$ cat src/hw/rtl/mcpq_pkg.sv
package mcpq_pkg;

   localparam int DEFAULT_QUEUE_DEPTH = 16;
   localparam int PACKET_BYTES = 4;
   localparam int BEAT_WIDTH = $clog2(PACKET_BYTES);
   localparam int CHECK_WIDTH = 7;

   localparam logic [1:0] MODE_COMMAND  = 2'd0;
   localparam logic [1:0] MODE_RAW      = 2'd1;
   localparam logic [1:0] MODE_TX_READY = 2'd2;

   localparam logic [1:0] KIND_STORED = 2'd0;
   localparam logic [1:0] KIND_FULL   = 2'd1;
   localparam logic [1:0] KIND_TX     = 2'd2;
   localparam logic [1:0] KIND_EMPTY  = 2'd3;

   // byte 0 of the packet sits in the top element
   typedef logic [PACKET_BYTES-1:0][7:0] packet_type;

   typedef struct packed {
      logic [1:0] mode;
      logic [7:0] address_byte;
      logic [7:0] command_byte;
      logic [7:0] speed_byte;
      logic [7:0] check_byte;
   } req_type;

   typedef struct packed {
      logic [1:0] kind;
      logic [7:0] tx_byte;
      logic       last;
   } rsp_type;

   typedef struct packed {
      logic       push;
      logic       pop;
      packet_type packet;
   } store_cmd_type;

   typedef struct packed {
      logic full;
      logic empty;
   } store_status_type;

   typedef struct packed {
      logic       start;
      logic [1:0] kind;
   } emit_load_type;

endpackage

$ cat src/hw/rtl/mcpq_store.sv
module mcpq_store import mcpq_pkg::*; #(
   parameter int QUEUE_DEPTH = DEFAULT_QUEUE_DEPTH
) (
   input  logic             clock,
   input  logic             reset,
   input  store_cmd_type    cmd,
   output store_status_type status,
   output packet_type       rd_data
);

   localparam int PTR_WIDTH = $clog2(QUEUE_DEPTH);
   localparam int COUNT_WIDTH = $clog2(QUEUE_DEPTH + 1);
   localparam logic [PTR_WIDTH-1:0] LAST_PTR = PTR_WIDTH'(QUEUE_DEPTH - 1);
   localparam logic [COUNT_WIDTH-1:0] FULL_COUNT = COUNT_WIDTH'(QUEUE_DEPTH);

   packet_type mem [QUEUE_DEPTH];
   packet_type rd_data_ff;

   logic [PTR_WIDTH-1:0]   wr_ptr_ff, wr_ptr_in;
   logic [PTR_WIDTH-1:0]   rd_ptr_ff, rd_ptr_in;
   logic [COUNT_WIDTH-1:0] count_ff, count_in;

   always_comb begin
      wr_ptr_in = wr_ptr_ff;
      rd_ptr_in = rd_ptr_ff;
      count_in  = count_ff;
      if (cmd.push) begin
         wr_ptr_in = (wr_ptr_ff == LAST_PTR) ? '0 : wr_ptr_ff + 1'b1;
         count_in  = count_ff + 1'b1;
      end
      if (cmd.pop) begin
         rd_ptr_in = (rd_ptr_ff == LAST_PTR) ? '0 : rd_ptr_ff + 1'b1;
         count_in  = count_ff - 1'b1;
      end
   end

   always_ff @(posedge clock) begin
      if (reset) begin
         wr_ptr_ff <= '0;
         rd_ptr_ff <= '0;
         count_ff  <= '0;
      end else begin
         wr_ptr_ff <= wr_ptr_in;
         rd_ptr_ff <= rd_ptr_in;
         count_ff  <= count_in;
      end
   end

   // read data holds until the next pop
   always_ff @(posedge clock) begin
      if (cmd.push) begin
         mem[wr_ptr_ff] <= cmd.packet;
      end
      if (cmd.pop) begin
         rd_data_ff <= mem[rd_ptr_ff];
      end
   end

   assign status.full  = (count_ff == FULL_COUNT);
   assign status.empty = (count_ff == '0);
   assign rd_data      = rd_data_ff;

endmodule

$ cat src/hw/rtl/mcpq_emit.sv
module mcpq_emit import mcpq_pkg::*; (
   input  logic          clock,
   input  logic          reset,
   input  emit_load_type load,
   input  packet_type    rd_data,
   output logic          free,
   output logic          rsp_valid,
   input  logic          rsp_stall,
   output rsp_type       rsp_data
);

   localparam logic [BEAT_WIDTH-1:0] LAST_BEAT = BEAT_WIDTH'(PACKET_BYTES - 1);

   logic                  valid_ff, valid_in;
   logic [1:0]            kind_ff, kind_in;
   logic [BEAT_WIDTH-1:0] beat_ff, beat_in;
   logic                  accept;
   logic                  is_last;
   logic [BEAT_WIDTH-1:0] byte_index;

   assign accept     = valid_ff && !rsp_stall;
   assign is_last    = (kind_ff != KIND_TX) || (beat_ff == LAST_BEAT);
   assign free       = !valid_ff || (accept && is_last);
   assign byte_index = LAST_BEAT - beat_ff;

   always_comb begin
      valid_in = valid_ff;
      kind_in  = kind_ff;
      beat_in  = beat_ff;
      if (accept) begin
         if (is_last) begin
            valid_in = 1'b0;
         end else begin
            beat_in = beat_ff + 1'b1;
         end
      end
      if (load.start) begin
         valid_in = 1'b1;
         kind_in  = load.kind;
         beat_in  = '0;
      end
   end

   always_ff @(posedge clock) begin
      if (reset) begin
         valid_ff <= 1'b0;
      end else begin
         valid_ff <= valid_in;
      end
      kind_ff <= kind_in;
      beat_ff <= beat_in;
   end

   assign rsp_valid        = valid_ff;
   assign rsp_data.kind    = kind_ff;
   assign rsp_data.tx_byte = (kind_ff == KIND_TX) ? rd_data[byte_index] : 8'h00;
   assign rsp_data.last    = is_last;

endmodule

$ cat src/hw/rtl/motor_command_packet_queue.sv
// A request is registered at acceptance and dispatched once the result side is
// free; results leave through the single result register. A transmit-ready
// request with a stored packet gives four results, one per cycle while rsp_stall
// is low; store requests and empty pops give one result, the unused mode none.
// Reset clears pointers, count and valid flags; packet storage is not cleared.
module motor_command_packet_queue import mcpq_pkg::*; #(
   parameter int QUEUE_DEPTH = DEFAULT_QUEUE_DEPTH
) (
   input  logic    clock,
   input  logic    reset,
   input  logic    req_valid,
   output logic    req_stall,
   input  req_type req_data,
   output logic    rsp_valid,
   input  logic    rsp_stall,
   output rsp_type rsp_data
);

   logic             in_valid_ff, in_valid_in;
   req_type          in_ff;
   logic             is_store, is_pop, dispatch, emit_free;
   logic [9:0]       sum;
   logic [7:0]       check;
   store_cmd_type    cmd;
   store_status_type status;
   emit_load_type    load;
   packet_type       rd_data;

   assign is_store = (in_ff.mode == MODE_COMMAND) || (in_ff.mode == MODE_RAW);
   assign is_pop   = (in_ff.mode == MODE_TX_READY);
   // unused mode drops without waiting on the result side
   assign dispatch = in_valid_ff && (emit_free || !(is_store || is_pop));

   assign sum   = {2'b00, in_ff.address_byte} + {2'b00, in_ff.command_byte}
                + {2'b00, in_ff.speed_byte};
   assign check = (in_ff.mode == MODE_COMMAND) ? {1'b0, sum[CHECK_WIDTH-1:0]}
                                               : in_ff.check_byte;

   assign cmd.push   = dispatch && is_store && !status.full;
   assign cmd.pop    = dispatch && is_pop && !status.empty;
   assign cmd.packet = {in_ff.address_byte, in_ff.command_byte, in_ff.speed_byte, check};

   assign load.start = dispatch && (is_store || is_pop);
   assign load.kind  = is_store ? (status.full ? KIND_FULL : KIND_STORED)
                                : (status.empty ? KIND_EMPTY : KIND_TX);

   assign req_stall = in_valid_ff && !dispatch;

   always_comb begin
      in_valid_in = in_valid_ff;
      if (dispatch) begin
         in_valid_in = 1'b0;
      end
      if (req_valid && !req_stall) begin
         in_valid_in = 1'b1;
      end
   end

   always_ff @(posedge clock) begin
      if (reset) begin
         in_valid_ff <= 1'b0;
      end else begin
         in_valid_ff <= in_valid_in;
      end
      if (req_valid && !req_stall) begin
         in_ff <= req_data;
      end
   end

   mcpq_store #(
      .QUEUE_DEPTH(QUEUE_DEPTH)
   ) u_store (
      .clock   (clock),
      .reset   (reset),
      .cmd     (cmd),
      .status  (status),
      .rd_data (rd_data)
   );

   mcpq_emit u_emit (
      .clock     (clock),
      .reset     (reset),
      .load      (load),
      .rd_data   (rd_data),
      .free      (emit_free),
      .rsp_valid (rsp_valid),
      .rsp_stall (rsp_stall),
      .rsp_data  (rsp_data)
   );

endmodule

$ cat config.mk
export PLATFORM = sky130hd
export DESIGN_NAME = motor_command_packet_queue
export DESIGN_NICKNAME = d
export VERILOG_FILES = /design/src/hw/rtl/mcpq_pkg.sv /design/src/hw/rtl/mcpq_store.sv /design/src/hw/rtl/mcpq_emit.sv /design/src/hw/rtl/motor_command_packet_queue.sv
export SDC_FILE = /design/constraint.sdc
export NUM_CORES = 1
export LEC_CHECK = 0
export ABC_AREA = 1
export BUFFER_PORTS_ARGS = -buffer_cell sky130_fd_sc_hd__buf_2
export CAP_MARGIN = 30
export CORE_MARGIN = 10
export CORE_UTILIZATION = 45
export DETAILED_ROUTE_END_ITERATION = 8
export HOLD_SLACK_MARGIN = 0.06
export SLEW_MARGIN = 10
export SYNTH_ARGS = -nofsm -noshare
export SYNTH_HDL_FRONTEND = slang
export SYNTH_SLANG_ARGS = --single-unit
$ cat constraint.sdc
create_clock -name clock -period 4.5 [get_ports clock]
set_input_delay 0.9 -clock clock [delete_from_list [all_inputs] [get_ports clock]]
set_output_delay 0.9 -clock clock [all_outputs]
set_load 0.01 [all_outputs]
==> impl_metrics.ini <==
[pwr]
power_density_nw_per_um2 = 426
power_uw = 11400
leakage_uw = 0.00870
ir_worst_vdd_mv = 0.361

[clock_network]
htree_num_levels = 2
cts_tree = done
holdBufCountCts = 0
post_cts_resized = 0
clockBufferDepth = 3
cts_root_buf = clkbuf_16
postCtsSetupRepairBufs = 0
clkSinkCount = 597
clk_latency_ps = 620
clk_pin_slew_ps = 60
numCtsBuffers = 59

[floorplanning]
row_count = 84
core_um2 = 52300
io_pins = 51
die_x_um = 250
die_area_um2 = 62300
die_y_um = 250
initial_core_util_pct = 45.3

[timing]
rsz0062_at_grt = no
setup_viol = 0
layout_min_cycle_time_ps = 3570
timing.setup.tns_ps = 0
slew_violations = 0
slew_headroom_pct = 42.1
hold_viol = 0
clock-skew-final_ps = 25.4
fmax_ghz = 0.280
fin_crit_sh_pct = 79.3
worst_slew_pin_slew_ps = 867

[worst_setup_path]
cp.required_ps = 3600
endpoint_kind = primary output
crit_arrival_ps = 2670
cp_num_buf_inv = 2
cp_max_fo = 10
worst_setup_path_start_kind = register
crit_chain = clkinv_1, nor2_1, o21ai_0, a21oi_1, buf_2
crit_slowest_cell = dfxtp_1
path_class = register to primary output
cp_top_family = buffers and inverters
critPathMaxStageDelay_ps = 640

[yosys]
async_flop_share_pct = 0
ys_seq_area_share_pct = 74.8
mappedNetlistArea_um2 = 23700
synthFlopType = edfxtp_1
synth_cells = 1696
synth_edf_count = 580
synth_nets = 1754
yosys_warnings = 0
syn_area_per_cell_um2 = 14.0
ys_ff_latch = 597
synth.distinct_cells = 40

[finish]
multi_input_area_um2 = 5410
finalNetCount = 1810
layout_commonest_cell = edfxtp_1
layout_common_cells = edfxtp_1, nor2_1, o21ai_0
area_growth_pct = 12.9
register_area_um2 = 17800
fillCellCount = 4408
drive_gt1_share_pct = 12.7
final_cells = 2487
fin_area_um2 = 26800

[drt]
routed_via_density = 5.68
drt_iter0_drc = 1514
ant_nets = 0
post_drt_wl_per_cell_um = 23.8
post-route-drc-count = 0
num_vias = 14126
dr.pass1.iters = 5
finalWirelength_mm = 59.3

[status]
status = completed

[flow_run]
maxCapViolations = 0

[global_route]
grt_max_degree = 130
grt_pass1_vias = 13870
grt.total_usage_pct = 18.7
overflow = 0
grt_first_pass_wirelength_mm = 89.5
antenna_found_initial = 0

[placement]
dp_hpwl_mm = 35.0
dp.cells = 2379
gp_congestion = 0.854
placedInstanceArea_um2 = 24900
port_buffers = 50

[hold_path]
hp-class = primary input to register
[sequential cells by signal, summed over array words and instances (netlist names)]
signal	cells
u_store.mem	512
u_store.rd_data	32
cmd	24
in_ff	10
u_store.count_ff	5
u_store.rd_ptr_ff	4
u_store.wr_ptr_ff	4
u_emit.beat_ff	2
u_emit.kind_ff	2
in_valid_ff	1
u_emit.rsp_valid	1
[metal layers]
metal / global-route usage, % / vias up / wire (um)
met2: 29.6 / 462 / 28200
met1: 26.1 / 7143 / 25900
met3: 2.85 / 79 / 3910
met4: 5.65 / 0 / 1290
met5: 0 / - / 0
li1: - / 6442 / -
[worst reg2reg max path, cell delays in order, from the launching register on]
cell and delay [ps]:
dfxtp_1 640, ha_1 240, inv_1 60, nand3_2 70, nand2_2 70, nand3_4 100, nand2_4 90, nor2_8 170
nand2_1 270, nor2_4 740, buf_4 350
[synthesized netlist by cell type (5+ instances only)]
cell type / number / share of area [%]
dfxtp_1: 17 / 1.4
nand2_1: 112 / 1.8
ha_1: 13 / 0.69
o221ai_1: 47 / 1.7
mux2i_1: 47 / 2.0
buf_2: 24 / 0.51
xnor2_1: 5 / 0.18
inv_1: 40 / 0.63
nand3_1: 56 / 1.2
buf_4: 12 / 0.38
buf_6: 6 / 0.28
o32ai_1: 81 / 3.0
clkbuf_1: 61 / 0.96
o211ai_1: 18 / 0.57
fa_1: 7 / 0.59
nor2_1: 352 / 5.6
o21ai_0: 157 / 3.3
edfxtp_1: 580 / 73
a21oi_1: 19 / 0.40
[path summary, 6_finish.rpt]
path                             from                   to  slack, ps  depth (start not counted)
hold reg to reg   u_store.count_ff[3]  u_store.count_ff[3]        510                          2
hold / removal            req_data[7]             in_ff[7]        460                          1
setup / recovery    u_emit.beat_ff[1]          rsp_data[4]        930                          5
setup reg to reg    u_emit.beat_ff[1]    u_store.mem[2][6]       1380                         10
[cell families after synthesis]
group / Yosys count / synth area share [%]
AOI/OAI and AO/OA: 328 / 9.21
xor gates and xnor gates: 9 / 0.332
muxes: 47 / 1.98
and+or+nand+nor: 544 / 9.47
adders and majority gates: 20 / 1.28
DFF: 597 / 74.8
buffers and inverters: 151 / 2.90
[cell type report]
cell class	count	share of cell area, %
Tap cell	688	3.21
Sequential cell	597	66.3
Inverter	48	0.696
Clock buffer	71	5.83
Antenna cell	1	0.00934
Multi-Input combinational cell	948	20.2
Timing Repair Buffer	98	2.70
Clock inverter	36	1.03
[report_power, final]
| part | total [uW] | leakage [uW] | internal, uW | switching [uW] |
|---|---|---|---|---|
| Combinational | 428 | 0.00241 | 142 | 286 |
| Clock | 4730 | 0.000901 | 2680 | 2050 |
| Sequential | 6270 | 0.00539 | 6180 | 86.8 |
| Total | 11400 | 0.00870 | 9000 | 2420 |
[through the flow]
step / utilization, % / worst slack, ps / hold slack (ps)
4_1_cts: 51.2 / 992 / 429
2_1_floorplan: - / 401 / 457
5_1_grt: 51.2 / 846 / 450
6_report: 51.2 / 933 / 458
3_3_place_gp: 47.7 / 1360 / 498
3_5_place_dp: 47.7 / 1280 / 496
(Power assumes the default switching activity.)
